<file path="src/rtl/lchr_pkg.sv">
// Package for the LED current hysteresis regulator: beat types, register map, reset values.
`timescale 1ns / 1ps

package lchr_pkg;

	// Input beat: one current-sense sample plus the blink level
	typedef struct packed {
		logic [7:0] sense_sample;
		logic       blink_level;
	} sample_beat_t;

	// Result beat: duty value and shutdown flag
	typedef struct packed {
		logic [7:0] duty;
		logic       shutdown;
	} result_beat_t;

	// Register map (word index, byte address = 4 * index)
	localparam int RegIdxW = 3;
	localparam int PaddrW  = RegIdxW + 2;

	localparam logic [RegIdxW-1:0] REG_NORMAL_LOW   = 3'd0;
	localparam logic [RegIdxW-1:0] REG_BRIGHT_LOW   = 3'd1;
	localparam logic [RegIdxW-1:0] REG_HYSTERESIS   = 3'd2;
	localparam logic [RegIdxW-1:0] REG_PANIC_LEVEL  = 3'd3;
	localparam logic [RegIdxW-1:0] REG_FAST_GAP     = 3'd4;
	localparam logic [RegIdxW-1:0] REG_FAST_STEP    = 3'd5;
	localparam logic [RegIdxW-1:0] REG_PANIC_LIMIT  = 3'd6;
	localparam logic [RegIdxW-1:0] REG_SETTLE_COUNT = 3'd7;

	// Register reset values
	localparam logic [7:0] NORMAL_LOW_RST   = 8'd30;
	localparam logic [7:0] BRIGHT_LOW_RST   = 8'd75;
	localparam logic [7:0] HYSTERESIS_RST   = 8'd10;
	localparam logic [7:0] PANIC_LEVEL_RST  = 8'd225;
	localparam logic [7:0] FAST_GAP_RST     = 8'd30;
	localparam logic [7:0] FAST_STEP_RST    = 8'd10;
	localparam logic [5:0] PANIC_LIMIT_RST  = 6'd50;
	localparam logic [3:0] SETTLE_COUNT_RST = 4'd3;

	// Saturation points
	localparam logic [7:0] DUTY_MAX      = 8'd255;
	localparam logic [5:0] PANIC_CNT_MAX = 6'd63;
	localparam logic [4:0] SETTLE_CNT_MAX = 5'd16;

endpackage

</file>
<file path="src/rtl/led_current_hysteresis_regulator.sv">
// Top level of the LED current hysteresis regulator: config registers, datapath, result register.
// Path: a sample beat is captured in the input register, then moves on into the result register.
// Throughput: one beat per cycle while result_stall is low; the duty/panic/settle update is
// combinational between input and result registers, so the next sample sees the updated state at once.
// Reset (arst_n low): registers return to their defaults, duty, counters and shutdown latch clear,
// and both pipeline stages empty. Shutdown clears only through reset.
`timescale 1ns / 1ps

module led_current_hysteresis_regulator (
	input  logic                         clk,
	input  logic                         arst_n,
	// sample channel
	input  logic                         sample_valid,
	output logic                         sample_stall,
	input  lchr_pkg::sample_beat_t       sample_beat,
	// result channel
	output logic                         result_valid,
	input  logic                         result_stall,
	output lchr_pkg::result_beat_t       result_beat,
	// configuration port
	input  logic                         psel,
	input  logic                         penable,
	input  logic                         pwrite,
	input  logic [lchr_pkg::PaddrW-1:0]  paddr,
	input  logic [31:0]                  pwdata,
	output logic [31:0]                  prdata,
	output logic                         pready
);

	// Configuration registers
	logic [7:0] normal_low_q, bright_low_q, hysteresis_q, panic_level_q;
	logic [7:0] fast_gap_q, fast_step_q;
	logic [5:0] panic_limit_q;
	logic [3:0] settle_count_q;

	// Regulator state
	logic [7:0] duty_q;
	logic [4:0] settle_cnt_q;
	logic [5:0] panic_cnt_q;
	logic       halted_q;

	// Pipeline
	logic                   valid_s1;
	lchr_pkg::sample_beat_t beat_s1;
	logic                   out_valid_q;
	lchr_pkg::result_beat_t out_q;

	logic                        advance;
	logic                        cfg_wr;
	logic [lchr_pkg::RegIdxW-1:0] reg_idx;

	// Next-state signals
	logic [7:0] lower;
	logic [8:0] upper;
	logic       act;
	logic [7:0] shortfall;
	logic [7:0] step;
	logic [8:0] duty_sum;
	logic [7:0] duty_inc;
	logic [7:0] duty_dec;
	logic [7:0] duty_nx;
	logic [5:0] panic_nx;
	logic [4:0] settle_nx;
	logic       halted_nx;

	assign pready  = 1'b1;
	assign cfg_wr  = psel && penable && pwrite;
	assign reg_idx = paddr[lchr_pkg::PaddrW-1:2];

	// Config register writes
	always_ff @(posedge clk or negedge arst_n) begin
		if (!arst_n) begin
			normal_low_q   <= lchr_pkg::NORMAL_LOW_RST;
			bright_low_q   <= lchr_pkg::BRIGHT_LOW_RST;
			hysteresis_q   <= lchr_pkg::HYSTERESIS_RST;
			panic_level_q  <= lchr_pkg::PANIC_LEVEL_RST;
			fast_gap_q     <= lchr_pkg::FAST_GAP_RST;
			fast_step_q    <= lchr_pkg::FAST_STEP_RST;
			panic_limit_q  <= lchr_pkg::PANIC_LIMIT_RST;
			settle_count_q <= lchr_pkg::SETTLE_COUNT_RST;
		end else if (cfg_wr) begin
			unique case (reg_idx)
				lchr_pkg::REG_NORMAL_LOW:   normal_low_q   <= pwdata[7:0];
				lchr_pkg::REG_BRIGHT_LOW:   bright_low_q   <= pwdata[7:0];
				lchr_pkg::REG_HYSTERESIS:   hysteresis_q   <= pwdata[7:0];
				lchr_pkg::REG_PANIC_LEVEL:  panic_level_q  <= pwdata[7:0];
				lchr_pkg::REG_FAST_GAP:     fast_gap_q     <= pwdata[7:0];
				lchr_pkg::REG_FAST_STEP:    fast_step_q    <= pwdata[7:0];
				lchr_pkg::REG_PANIC_LIMIT:  panic_limit_q  <= pwdata[5:0];
				lchr_pkg::REG_SETTLE_COUNT: settle_count_q <= pwdata[3:0];
				default: ;
			endcase
		end
	end

	// Config readback
	always_comb begin
		prdata = '0;
		unique case (reg_idx)
			lchr_pkg::REG_NORMAL_LOW:   prdata[7:0] = normal_low_q;
			lchr_pkg::REG_BRIGHT_LOW:   prdata[7:0] = bright_low_q;
			lchr_pkg::REG_HYSTERESIS:   prdata[7:0] = hysteresis_q;
			lchr_pkg::REG_PANIC_LEVEL:  prdata[7:0] = panic_level_q;
			lchr_pkg::REG_FAST_GAP:     prdata[7:0] = fast_gap_q;
			lchr_pkg::REG_FAST_STEP:    prdata[7:0] = fast_step_q;
			lchr_pkg::REG_PANIC_LIMIT:  prdata[5:0] = panic_limit_q;
			lchr_pkg::REG_SETTLE_COUNT: prdata[3:0] = settle_count_q;
			default: ;
		endcase
	end

	// Handshake: stage 1 moves into the result register when that is free or being drained
	assign advance      = valid_s1 && (!out_valid_q || !result_stall);
	assign sample_stall = valid_s1 && !advance;
	assign result_valid = out_valid_q;
	assign result_beat  = out_q;

	// Regulator update for the beat in stage 1
	always_comb begin
		lower     = beat_s1.blink_level ? bright_low_q : normal_low_q;
		upper     = {1'b0, lower} + {1'b0, hysteresis_q};
		act       = settle_cnt_q > {1'b0, settle_count_q};
		shortfall = lower - beat_s1.sense_sample;
		step      = (shortfall > fast_gap_q) ? fast_step_q : 8'd1;
		duty_sum  = {1'b0, duty_q} + {1'b0, step};
		duty_inc  = duty_sum[8] ? lchr_pkg::DUTY_MAX : duty_sum[7:0];
		duty_dec  = (duty_q == 8'd0) ? 8'd0 : duty_q - 8'd1;

		duty_nx   = duty_q;
		panic_nx  = panic_cnt_q;
		settle_nx = settle_cnt_q + 5'd1;
		if (act) begin
			settle_nx = '0;
			if (beat_s1.sense_sample > panic_level_q) begin
				duty_nx = duty_dec;
				if (panic_cnt_q != lchr_pkg::PANIC_CNT_MAX)
					panic_nx = panic_cnt_q + 6'd1;
			end else if (beat_s1.sense_sample < lower) begin
				duty_nx  = duty_inc;
				panic_nx = '0;
			end else if ({1'b0, beat_s1.sense_sample} > upper) begin
				duty_nx = duty_dec;
			end else begin
				panic_nx = '0;
			end
		end

		halted_nx = panic_nx >= panic_limit_q;
		if (halted_nx)
			duty_nx = '0;

		// frozen once shut down
		if (halted_q) begin
			duty_nx   = duty_q;
			panic_nx  = panic_cnt_q;
			settle_nx = settle_cnt_q;
			halted_nx = 1'b1;
		end
	end

	// Control, state and valid flags
	always_ff @(posedge clk or negedge arst_n) begin
		if (!arst_n) begin
			valid_s1     <= 1'b0;
			out_valid_q  <= 1'b0;
			duty_q       <= '0;
			settle_cnt_q <= '0;
			panic_cnt_q  <= '0;
			halted_q     <= 1'b0;
		end else begin
			if (!sample_stall)
				valid_s1 <= sample_valid;
			if (advance) begin
				out_valid_q  <= 1'b1;
				duty_q       <= duty_nx;
				settle_cnt_q <= settle_nx;
				panic_cnt_q  <= panic_nx;
				halted_q     <= halted_nx;
			end else if (!result_stall) begin
				out_valid_q <= 1'b0;
			end
		end
	end

	// Payload registers
	always_ff @(posedge clk) begin
		if (!sample_stall)
			beat_s1 <= sample_beat;
		if (advance) begin
			out_q.duty     <= halted_nx ? 8'd0 : duty_nx;
			out_q.shutdown <= halted_nx;
		end
	end

	// Checks
	a_shutdown_duty_zero: assert property (@(posedge clk) disable iff (!arst_n)
		result_valid && result_beat.shutdown |-> result_beat.duty == 8'd0)
		else $error("shutdown result with nonzero duty");

	a_halt_sticky: assert property (@(posedge clk) disable iff (!arst_n)
		halted_q |=> halted_q)
		else $error("shutdown latch cleared without reset");

	a_halt_duty: assert property (@(posedge clk) disable iff (!arst_n)
		halted_q |-> duty_q == 8'd0)
		else $error("duty nonzero while halted");

	a_settle_range: assert property (@(posedge clk) disable iff (!arst_n)
		settle_cnt_q <= lchr_pkg::SETTLE_CNT_MAX)
		else $error("settle counter out of range");

	a_advance_result: assert property (@(posedge clk) disable iff (!arst_n)
		advance |=> result_valid)
		else $error("beat advanced but no result presented");

endmodule

</file>
<file path="config.mk">
export PLATFORM = sky130hd
export DESIGN_NAME = led_current_hysteresis_regulator
export DESIGN_NICKNAME = d
export VERILOG_FILES = /design/src/rtl/lchr_pkg.sv /design/src/rtl/led_current_hysteresis_regulator.sv
export SDC_FILE = /design/constraint.sdc
export NUM_CORES = 1
export LEC_CHECK = 0
export ABC_CLOCK_PERIOD_IN_PS = 8900
export BUFFER_PORTS_ARGS = -buffer_cell sky130_fd_sc_hd__buf_2
export CAP_MARGIN = 30
export CORE_MARGIN = 3
export CORE_UTILIZATION = 50
export DETAILED_ROUTE_END_ITERATION = 10
export PLACE_DENSITY = 0.71
export SYNTH_ARGS = -nofsm -noshare
export SYNTH_HDL_FRONTEND = slang
export SYNTH_SLANG_ARGS = --single-unit
</file>
<file path="constraint.sdc">
create_clock -name clk -period 8.9 [get_ports clk]
set_clock_uncertainty 0.2 [all_clocks]
set_input_delay 0 -clock clk [delete_from_list [all_inputs] [get_ports clk]]
set_output_delay 0 -clock clk [all_outputs]
set_load 0.03 [all_outputs]
</file>
==> results by group, run 1 <==
Status
  – Status: finished, final reports clean

Power and ir drop
  – Leakage power figure: 3.59 nW
  – Overall power: 2.29 mW
  – Max rail drop VDD: 181 uV
  – Cell area power density: 289 nW/um^2

Clock tree
  – Inserted Clock Buffers: 9
  – H-tree lvl count: 3
  – TritonCTS Sinks: 98
  – Insertion delay of the later-clocked pin in the worst-skew pair: 0.35 ns
  – Clk Tree Root Cell: clkbuf_16
  – Clock slew seen by the registers of the worst setup and hold paths: around 0.070 ns
  – CTS tree: done
  – Post-CTS setup repair buffer count: 0
  – Post-cts resize count: 0
  – Clock Tree Buf Depth: 2

Setup path
  – Type of the worst setup path: flop to flop
  – Worst R2R Start: beat_s1[0]
  – Signal arrival time at the worst endpoint: 6.93 ns
  – Critical Path Sink Type: flop
  – Worst-path fanout max: 11
  – Crit. path cell count: 26
  – Cell repeated most along the worst path: a21oi_1
  – Reg-to-reg slack, setup: 2.05 ns
  – Largest stage delay on the critical path: 0.64 ns
  – Worst EP required: around 9 ns
  – Worst path buffer plus inverter count: 3
  – Kind of start point of the critical path: flop
  – Family with the most delay on the worst path: compound AO/OA/AOI/OAI gates
  – R2R cell count: 26
  – Slowest CP cell: edfxtp_1
  – Capture point of the worst path: duty_q[1]
  – Worst flop-to-flop path endpoint: duty_q[1]
  – Origin of the worst setup path: beat_s1[0]

STA
  – Actual slew at the worst max-slew pin: 1.02 ns
  – Maximum clock frequency: between 100 and 150 MHz
  – Worst max-slew margin expressed relative to the limit: a little under a third
  – Number of pins with negative max-slew slack in the final report: 0
  – Unrepaired setup endpoints after global routing: no
  – Period utilization: 76.9%
  – Hold Slack: 0.0327 ns
  – Min cycle time layout: 6.85 ns
  – Fin Setup TNS: 0 ns
  – Hold Violations, Final: 0
  – Final-report setup violation count: 0

Worst hold path
  – Worst min path class: primary input to asynchronous set/reset pin

Cells and area
  – Inserted Diodes: 0
  – Most common cell after layout, fill and taps aside: nand2_1
  – Layout fillers: ~1,100
  – Final std cell area, no fill: 7920 sq um
  – Final Core Density: 58.6%
  – Most frequent cells in the layout: nand2_1 (66), ha_1 (64), o21ai_0 (57), inv_1 (55), dfrtp_1 (55)
  – Layout cell share with drive strength beyond 1: 19.2%
  – Layout overhead on the synthesized area: 12.6%
  – Nets@finish: 929

Synthesis
  – Post-synth EDFFs: 18
  – Synth area leaders: dfrtp_1 (20%), ha_1 (11%), dfstp_2 (9.3%)
  – Top FF cell, synth: dfrtp_1
  – Cell taking the most area after synthesis: dfrtp_1
  – Synth top area share: 19.6%
  – Portion of the post-synthesis area used by sequential elements: 36.6%
  – Flops & latches, synth: 98
  – Area of the mapped netlist: around 7000 sq um
  – Mean instance size in the synthesized netlist: roughly 9.5 sq um
  – Cells after Synth: between 700 and 800
  – Post-synthesis async set-or-reset flop share: 81.6%
  – Synthesis warning total: 0
  – Synth unique cells: 74

Place
  – IO Port Bufs: 45
  – HPWL Detailed: 13,300 um
  – Global placement routability congestion: 0.871
  – Total placed instance area: 7360 sq um

Detailed routing
  – Drt initial violations: between 400 and 500
  – Number of vias per cell after detailed routing: 5.82
  – Number of DRC violations after detailed routing: 0
  – Vias: 5,764
  – Average wire per cell in the routed design: about 18 um
  – First-pass iteration count of the detailed router: 5
  – Antenna-violating nets left: 0
  – Wirelength, routed: 17,500 um

Floorplan
  – Placement Rows: 42
  – Die Y-Extent: around 120 um
  – Die X-Extent: roughly 120 um
  – Die Footprint: ~16,000 sq um
  – Number of top-level design ports: 97
  – Area of the core: 13,500 sq um
  – Initial standard-cell utilization of the core: roughly 52%

Global route
  – Initial antenna violation count: 0
  – Vias in the first global route: 5,766
  – GRT Overall Usage: between 20 and 25%
  – Sum of overflow across all layers after global routing: 0
  – First-pass GRT wire length: 28,700 um
  – Largest net degree at the start of global routing: 58

Job
  – Number of maximum-capacitance constraint violations: 0
## through the flow
| step | setup WS (ns) | cells |
|---|---|---|
| finish | 2.05 | 990 |
| global route | 1.57 | 990 |
| CTS | 2.05 | 989 |
| detailed placement | 2.05 | 949 |
| global placement | 2.27 | 947 |
| floorplan | 3.12 | 767 |
## repair_timing
action,CTS,global route
hold buffers,24,0
endpoints found under the setup margin,0,0
hold endpoints to repair,148,0
## how the worst min path moves through the flow
stage / to / cells past startpoint / startpoint / slack (ns)
final: normal_low_q[4] / 2 / arst_n / 0.03
after global routing: panic_level_q[5] / 2 / arst_n / 0.04
after CTS: panic_level_q[5] / 2 / arst_n / 0.02
after detailed placement: duty_q[3] / 1 / arst_n / -0.27
after global placement: beat_s1[8] / 1 / sample_beat[8] / -0.02
after floorplan: bright_low_q[2] / 0 / arst_n / -0.50
## report_power, final
part           internal, mW  leakage, nW  switching, mW
Sequential            0.601         1.13          0.108
Clock                 0.216        0.135          0.167
Combinational         0.494         2.33          0.701
## registers in the layout (all words and copies together), names as in the netlist, 5 cells and up
signal         cells
beat_s1            9
bright_low_q       8
duty_q             8
fast_gap_q         8
fast_step_q        8
hysteresis_q       8
normal_low_q       8
panic_cnt_q        6
panic_level_q      8
panic_limit_q      6
result_beat        9
settle_cnt_q       5
## synthesized netlist by cell type (8+ instances only)
cell type  number
a21oi_1        46
inv_1          55
o21ai_0        57
nor2_1         49
clkbuf_1       14
nand3_1        19
edfxtp_1       18
nor4_1          8
ha_1           64
mux2_2         41
and2_1          8
nand2b_1       10
dfrtp_1        55
nand4_1         8
dfstp_2        25
nand2_1        66
o22ai_1         9
buf_4          26
xnor2_1        10
mux2i_1        12
## kinds of logic after synthesis
family                   after synthesis  share of synthesized area (%)
AND/OR/NAND/NOR                      208                           14.7
flip-flops                            98                           36.6
multiplexers                          57                           9.55
AO/OA/AOI/OAI                        195                           18.0
other                                  2                          0.107
adder cells (fa/ha/maj)               67                           12.2
XOR/XNOR                              16                           1.99
buffers and inverters                101                           6.85
## metal layers
metal	wire [um]	share of wire (%)	vias up	track usage, %
met2	8870	51	148	40.7
met3	761	4.3	29	4.50
li1	-	-	2771	-
met5	0	0	-	0
met4	416	2.4	0	6.96
met1	7470	43	2816	27.3
## cell type report
cell class	count	area, sq um	area share [%]
clock buffers	10	229	2.89
clock inverters	6	57.6	0.727
multi-input cells	568	4060	51.3
well taps	176	220	2.78
repair buffers	76	562	7.10
flip-flops and latches	98	2570	32.5
inverters	56	210	2.66
Power figures use the tool's default switching activity.
==> run 2: changes to the inputs <==
- ABC_AREA: not set -> 1
- ABC_CLOCK_PERIOD_IN_PS: 8900 -> 6900
- clock period: 8.9 -> 6.9 ns (I/O delays scaled with it)
==> results by group, run 2 <==
Status
  – Status: finished, final reports clean (unchanged)

Synthesis
  – Parity-gate share of the synthesized area counting xor and xnor cells: 2.38% (was 1.99%)
  – Multiplexer fraction of the synthesized cell area: 0.161% (was 9.55%)
  – Synth area leaders: dfrtp_1 (20%), ha_1 (11%), nand2_1 (11%) (was dfrtp_1 (20%), ha_1 (11%), dfstp_2 (9.3%))
  – Flops & latches, synth: 98 (unchanged)
  – Most repeated cell in the gate-level netlist after synthesis: nand2_1 (unchanged)
  – Area of the mapped netlist: 6980 sq um (was 7030 sq um)
  – Synth top area share: 19.7% (was 19.6%)
  – Dominant combinational cell family by area after synthesis: simple AND/OR/NAND/NOR gates (was compound AO/OA/AOI/OAI gates)
  – Top FF cell, synth: dfrtp_1 (unchanged)
  – Arithmetic-cell share of the synthesized area counting full adders, half adders and majority gates: 12.3% (was 12.2%)
  – Portion of the post-synthesis area used by sequential elements: 36.9% (was 36.6%)
  – Post-synth EDFFs: 18 (unchanged)
  – Post-synthesis async set-or-reset flop share: 81.6% (unchanged)
  – Most used standard cells in the synthesized netlist: nand2_1 (202), inv_1 (124), o21ai_0 (72), ha_1 (64), dfrtp_1 (55) (was nand2_1 (66), ha_1 (64), o21ai_0 (57), dfrtp_1 (55), inv_1 (55))
  – Mean instance size in the synthesized netlist: 7.83 sq um (was 9.45 sq um)
  – Synthesis warning total: 0 (unchanged)
  – Cells after Synth: 892 (was 744)
  – Compound-gate portion of the synthesized area: 15.8% (was 18.0%)
  – Cell taking the most area after synthesis: dfrtp_1 (unchanged)
  – Simple logic cell fraction of the synthesized area: 21.2% (was 14.7%)
  – Synth unique cells: 53 (was 74)

Floorplan
  – Area of the core: 13,500 sq um (about the same)
  – Number of top-level design ports: 97 (unchanged)
  – Die X-Extent: 124 um (was 125 um)
  – Placement Rows: 42 (unchanged)
  – Initial standard-cell utilization of the core: 51.9% (was 52.1%)
  – Die Y-Extent: 124 um (was 125 um)
  – Die Footprint: 15,400 sq um (was 15,500 sq um)

Cells and area
  – Most common cell after layout, fill and taps aside: nand2_1 (unchanged)
  – Layout overhead on the synthesized area: 12.0% (was 12.6%)
  – Nets@finish: 1,078 (was 929)
  – Final std cell area, no fill: 7830 sq um (was 7920 sq um)
  – Non-filler cells in the finished layout: 1,139 (was 990)
  – Layout cell share with drive strength beyond 1: 13.6% (was 19.2%)
  – Most frequent cells in the layout: nand2_1 (202), inv_1 (124), o21ai_0 (72), ha_1 (64), dfrtp_1 (55) (was nand2_1 (66), ha_1 (64), o21ai_0 (57), inv_1 (55), dfrtp_1 (55))
  – Inserted Diodes: 0 (unchanged)
  – Layout fillers: 1,286 (was 1,144)

Setup path
  – Worst-path fanout max: 15 (was 11)
  – Critical Path Sink Type: flop (unchanged)
  – Worst EP required: 6.79 ns (was 8.99 ns)
  – Type of the worst setup path: flop to flop (unchanged)
  – Kind of start point of the critical path: flop (unchanged)
  – Slowest CP cell: o21ai_0 (was edfxtp_1)
  – Cell repeated most along the worst path: nand2_1 (was a21oi_1)
  – Signal arrival time at the worst endpoint: 5.83 ns (was 6.93 ns)
  – Largest stage delay on the critical path: 0.69 ns (was 0.64 ns)
  – Reg-to-reg slack, setup: 0.97 ns (was 2.05 ns)

Power and ir drop
  – Overall power: 3.12 mW (was 2.29 mW)
  – Max rail drop VDD: 181 uV (about the same)
  – Cell area power density: 398 nW/um^2 (was 289 nW/um^2)
  – Leakage power figure: 3.87 nW (was 3.59 nW)

Global route
  – Largest net degree at the start of global routing: 63 (was 58)
  – Initial antenna violation count: 0 (unchanged)
  – Sum of overflow across all layers after global routing: 0 (unchanged)
  – First-pass GRT wire length: 27,800 um (was 28,700 um)
  – Vias in the first global route: 5,551 (was 5,766)
  – GRT Overall Usage: 23.4% (was 22.7%)

Detailed routing
  – First-pass iteration count of the detailed router: 7 (was 5)
  – Number of DRC violations after detailed routing: 0 (unchanged)
  – Number of vias per cell after detailed routing: 5.33 (was 5.82)
  – Wirelength, routed: 17,200 um (was 17,500 um)
  – Average wire per cell in the routed design: 15.1 um (was 17.7 um)
  – Antenna-violating nets left: 0 (unchanged)
  – Drt initial violations: 546 (was 469)
  – Vias: 6,067 (was 5,764)

Job
  – Number of maximum-capacitance constraint violations: 0 (unchanged)

Clock tree
  – TritonCTS Sinks: 98 (unchanged)
  – Inserted Clock Buffers: 9 (unchanged)
  – Post-CTS setup repair buffer count: 0 (unchanged)
  – Clock Tree Buf Depth: 2 (unchanged)
  – Insertion delay of the later-clocked pin in the worst-skew pair: 0.36 ns (was 0.35 ns)
  – CTS tree: done (unchanged)
  – Clock slew seen by the registers of the worst setup and hold paths: 0.07 ns (about the same)
  – H-tree lvl count: 3 (unchanged)
  – Clk Tree Root Cell: clkbuf_16 (unchanged)

Place
  – HPWL Detailed: 13,000 um (was 13,300 um)
  – Global placement routability congestion: 0.896 (was 0.871)
  – IO Port Bufs: 45 (unchanged)
  – Inst Count DP: 1,098 (was 949)
  – Total placed instance area: 7290 sq um (was 7360 sq um)

STA
  – Worst max-slew margin expressed relative to the limit: 38.4% (was 31.8%)
  – Min cycle time layout: 5.93 ns (was 6.85 ns)
  – Actual slew at the worst max-slew pin: 0.920 ns (was 1.02 ns)
  – Unrepaired setup endpoints after global routing: no (unchanged)
  – Maximum clock frequency: 169 MHz (was 146 MHz)
  – Fin Setup TNS: 0 ns (unchanged)
  – Final-report setup violation count: 0 (unchanged)
  – Hold Violations, Final: 0 (unchanged)
  – Period utilization: 86.0% (was 76.9%)
  – Number of pins with negative max-slew slack in the final report: 0 (unchanged)

Worst hold path
  – Worst min path class: primary input to flop (was primary input to asynchronous set/reset pin)
## run 2: cell types whose count changed in the layout (fill, tap and decap cells not counted), moves of 10 or more
cell | before | now
nand3_1 | 19 | 54
o21ai_0 | 57 | 72
mux2i_1 | 12 | 0
nand2_1 | 66 | 202
mux2_2 | 41 | 1
o21ai_1 | 5 | 18
inv_1 | 55 | 124
nand2b_1 | 10 | 0
inv_2 | 1 | 12
## run 2: cell families after synthesis
group,after synthesis
adder cells (fa/ha/maj),67
AND/OR/NAND/NOR,339
XOR/XNOR,19
other,2
buffers and inverters,178
AO/OA/AOI/OAI,188
multiplexers,1
flip-flops,98
## run 2: routing by layer
metal  vias to the layer above  routed length (um)  share of wire (%)  global-route usage [%]
met5                         -                   0                  0                       0
met2                       193                7660                 45                    35.9
met4                         0                 405                2.4                    8.56
met3                        30                1000                5.8                    3.45
li1                       3042                   -                  -                       -
met1                      2802                8120                 47                    33.7
## run 2: repair_timing
| action | in CTS | in global routing |
|---|---|---|
| hold buffers | 25 | 0 |
| hold endpoints to repair | 142 | 0 |
| resized for setup | 0 | 0 |
## run 2: worst paths after layout
path,start,endpoint,cells past startpoint
max,beat_s1[0],result_beat[8],27
min,pwrite,panic_limit_q[5],5
max reg2reg,beat_s1[0],result_beat[8],27
min reg2reg,valid_s1,result_valid,2
max in group asynchronous,arst_n,panic_cnt_q[1],3
min in group asynchronous,arst_n,settle_count_q[3],3
## run 2: final cells by class
cell class / count / area (sq um) / area share, %
inverter: 137 / 514 / 6.57
tap: 176 / 220 / 2.81
multi-input combinational: 639 / 3720 / 47.6
clock inverter: 6 / 37.5 / 0.480
timing repair buffer: 73 / 508 / 6.49
sequential: 98 / 2570 / 32.9
clock buffer: 10 / 250 / 3.20
## run 2: through the flow
step / hold slack (ns) / utilization (%) / setup WS, ns
floorplan: -0.496 / - / 2.15
global placement: -0.306 / 54.0 / 1.14
detailed placement: -0.310 / 54.2 / 1.04
CTS: 0.00619 / 58.2 / 1.02
global route: 0.0932 / 58.2 / 0.504
finish: 0.0367 / 58.2 / 0.966
## run 2: worst max-delay path: cells and delay by family, from the launching register on
family | cells | cell delay (ns)
buffers and inverters | 1 | 0.20
and+or+nand+nor | 13 | 1.50
xor gates and xnor gates | 1 | 0.13
DFF | 1 | 0.59
AOI/OAI and AO/OA | 8 | 1.74
adders and majority gates | 4 | 1.31
## run 2: power breakdown
part / switching [mW] / leakage [nW] / total [mW] / internal [mW]
combinational: 1.09 / 2.59 / 1.71 / 0.621
sequential: 0.121 / 1.13 / 0.911 / 0.789
clock: 0.230 / 0.144 / 0.496 / 0.266
==> run 3: changes to the inputs <==
- HOLD_SLACK_MARGIN: not set -> 0.08
==> results by group, run 3 (synthesis gave the netlist of run 2 again) <==
Clock tree
  – Clock slew seen by the registers of the worst setup and hold paths: 0.07 ns (about the same)
  – Insertion delay of the later-clocked pin in the worst-skew pair: 0.36 ns (about the same)
  – CTS tree: done (unchanged)
  – Inserted Clock Buffers: 9 (unchanged)
  – Clock Tree Buf Depth: 2 (unchanged)
  – H-tree lvl count: 3 (unchanged)
  – TritonCTS Sinks: 98 (unchanged)
  – Post-cts resize count: 0 (unchanged)
  – Clk Tree Root Cell: clkbuf_16 (unchanged)

Detailed routing
  – Wirelength, routed: 17,300 um (was 17,200 um)
  – Antenna-violating nets left: 0 (unchanged)
  – Number of DRC violations after detailed routing: 0 (unchanged)
  – First-pass iteration count of the detailed router: 5 (was 7)
  – Average wire per cell in the routed design: 15.1 um (about the same)
  – Vias: 6,090 (was 6,067)
  – Number of vias per cell after detailed routing: 5.31 (was 5.33)
  – Drt initial violations: 562 (was 546)

Power and ir drop
  – Clock share of power: 15.9% (about the same)
  – Design internal power: 1.68 mW (about the same)
  – Cell area power density: 396 nW/um^2 (was 398 nW/um^2)
  – Leakage power figure: 3.89 nW (was 3.87 nW)
  – Proportion of total power due to net switching: 46.2% (about the same)
  – Sequential Power Share: 29.2% (about the same)
  – Max rail drop VDD: 182 uV (was 181 uV)
  – Combinational group share of total power: 54.9% (was 54.8%)
  – Switching power: 1.44 mW (about the same)

STA
  – Hold Violations, Final: 0 (unchanged)
  – Min cycle time layout: 5.90 ns (was 5.93 ns)
  – Unrepaired setup endpoints after global routing: no (unchanged)
  – Period utilization: 85.4% (was 86.0%)
  – Actual slew at the worst max-slew pin: 0.952 ns (was 0.920 ns)
  – Maximum clock frequency: 170 MHz (was 169 MHz)
  – Final-report setup violation count: 0 (unchanged)
  – Number of pins with negative max-slew slack in the final report: 0 (unchanged)
  – Worst max-slew margin expressed relative to the limit: 36.3% (was 38.4%)
  – Hold Slack: 0.0912 ns (was 0.0367 ns)
  – Fin Setup TNS: 0 ns (unchanged)

Cells and area
  – Layout fillers: 1,277 (was 1,286)
  – Most common cell after layout, fill and taps aside: nand2_1 (unchanged)
  – Final Core Density: 58.7% (was 58.2%)
  – Nets@finish: 1,085 (was 1,078)
  – Most frequent cells in the layout: nand2_1 (202), inv_1 (124), o21ai_0 (72), ha_1 (64), dfrtp_1 (55) (unchanged)
  – Inserted Diodes: 0 (unchanged)
  – Layout cell share with drive strength beyond 1: 13.5% (was 13.6%)
  – Layout overhead on the synthesized area: 13.0% (was 12.0%)
  – Non-filler cells in the finished layout: 1,146 (was 1,139)

Floorplan
  – Die X-Extent: 124 um (unchanged)
  – Initial standard-cell utilization of the core: 51.9% (unchanged)
  – Die Y-Extent: 124 um (unchanged)
  – Die Footprint: 15,400 sq um (unchanged)
  – Area of the core: 13,500 sq um (unchanged)
  – Placement Rows: 42 (unchanged)
  – Number of top-level design ports: 97 (unchanged)

Place
  – Inst Count DP: 1,098 (unchanged)
  – Global placement routability congestion: 0.896 (unchanged)
  – IO Port Bufs: 45 (unchanged)
  – HPWL Detailed: 13,000 um (unchanged)

Global route
  – Sum of overflow across all layers after global routing: 0 (unchanged)
  – Largest net degree at the start of global routing: 63 (unchanged)
  – GRT Overall Usage: 23.5% (was 23.4%)
  – Busiest layer in global routing: met2 (unchanged)
  – Met2 Usage GRT: 36.1% (was 35.9%)
  – Grt met1 use: 33.9% (was 33.7%)
  – Met3 track demand over resource in global routing: 3.45% (unchanged)
  – Vias in the first global route: 5,569 (was 5,551)
  – Initial antenna violation count: 0 (unchanged)
  – First-pass GRT wire length: 27,900 um (was 27,800 um)

Setup path
  – Critical Path Sink Type: flop (unchanged)
  – Cell repeated most along the worst path: nand2_1 (unchanged)
  – Largest stage delay on the critical path: 0.67 ns (was 0.69 ns)
  – Kind of start point of the critical path: flop (unchanged)
  – Worst path buffer plus inverter count: 1 (unchanged)
  – Type of the worst setup path: flop to flop (unchanged)
  – Slowest CP cell: o21ai_0 (unchanged)
  – Signal arrival time at the worst endpoint: 5.79 ns (was 5.83 ns)
  – Worst-path fanout max: 15 (unchanged)
  – Reg-to-reg slack, setup: 1.00 ns (was 0.97 ns)
  – Worst EP required: 6.79 ns (about the same)
  – Family with the most delay on the worst path: compound AO/OA/AOI/OAI gates (unchanged)

Status
  – Status: finished, final reports clean (unchanged)

Job
  – Number of maximum-capacitance constraint violations: 0 (unchanged)

Worst hold path
  – Worst min path class: primary input to flop (unchanged)
## run 3: layer usage
| metal | wire length [um] | up-vias |
|---|---|---|
| met5 | 0 | - |
| met2 | 7760 | 188 |
| li1 | - | 3051 |
| met1 | 8180 | 2819 |
| met3 | 941 | 32 |
| met4 | 423 | 0 |
## run 3: worst paths after layout
path                                  start                 to  cells after the start
setup / recovery                 beat_s1[0]     result_beat[8]                     27
hold / removal                     paddr[3]  settle_count_q[1]                      5
setup reg to reg                 beat_s1[0]     result_beat[8]                     27
hold reg to reg            panic_level_q[2]   panic_level_q[2]                      2
max in group asynchronous            arst_n     panic_cnt_q[1]                      3
min in group asynchronous            arst_n  settle_count_q[3]                      3
## run 3: metrics by stage
step / total power, mW / instance area [sq um] / setup WS [ns]
floorplan: 2.23 / 7070 / 2.15
global placement: 2.55 / 7260 / 1.14
detailed placement: 2.60 / 7290 / 1.04
CTS: 3.13 / 7900 / 1.02
global route: 3.41 / 7900 / 0.504
finish: 3.12 / 7900 / 1.00
## run 3: worst register-to-register path: stages (launching register included)
cell and delay, ns:
edfxtp_1 0.59, o21ai_0 0.67, inv_1 0.20, ha_1 0.35
nand2_1 0.07, o21ai_0 0.29, a21oi_1 0.12, o21bai_1 0.22
nand2_1 0.09, nand2_1 0.06, a21oi_1 0.07, xnor2_1 0.13
ha_1 0.29, nand2_1 0.07, nor2_1 0.16, nand2_1 0.07
o211ai_1 0.11, nand3_1 0.13, ha_1 0.23, fa_1 0.44
nand3_1 0.11, nand3_1 0.12, nand3_1 0.11, o211ai_2 0.15
nor2_1 0.26, nand2_1 0.10, nand3_1 0.13, a21boi_1 0.09
## run 3: what timing repair did
action | 4_1_cts | 5_1_grt
hold buffers | 32 | 0
hold endpoints to repair | 143 | 0
setup buffers | 0 | 0
## run 3: final cells by class
cell class	count	area, sq um	area share, %
clock inverters	6	37.5	0.475
flip-flops and latches	98	2570	32.6
multi-input cells	639	3720	47.1
clock buffers	10	250	3.17
well taps	176	220	2.79
inverters	137	514	6.51
repair buffers	80	578	7.32
## run 3: power groups by stage
| stage | Sequential (mW) | Combinational (mW) | Clock [mW] |
|---|---|---|---|
| floorplan | 0.940 | 1.29 | 0 |
| global placement | 0.916 | 1.64 | 0 |
| detailed placement | 0.918 | 1.69 | 0 |
| CTS | 0.909 | 1.71 | 0.507 |
| global route | 0.931 | 1.95 | 0.525 |
| finish | 0.911 | 1.71 | 0.497 |
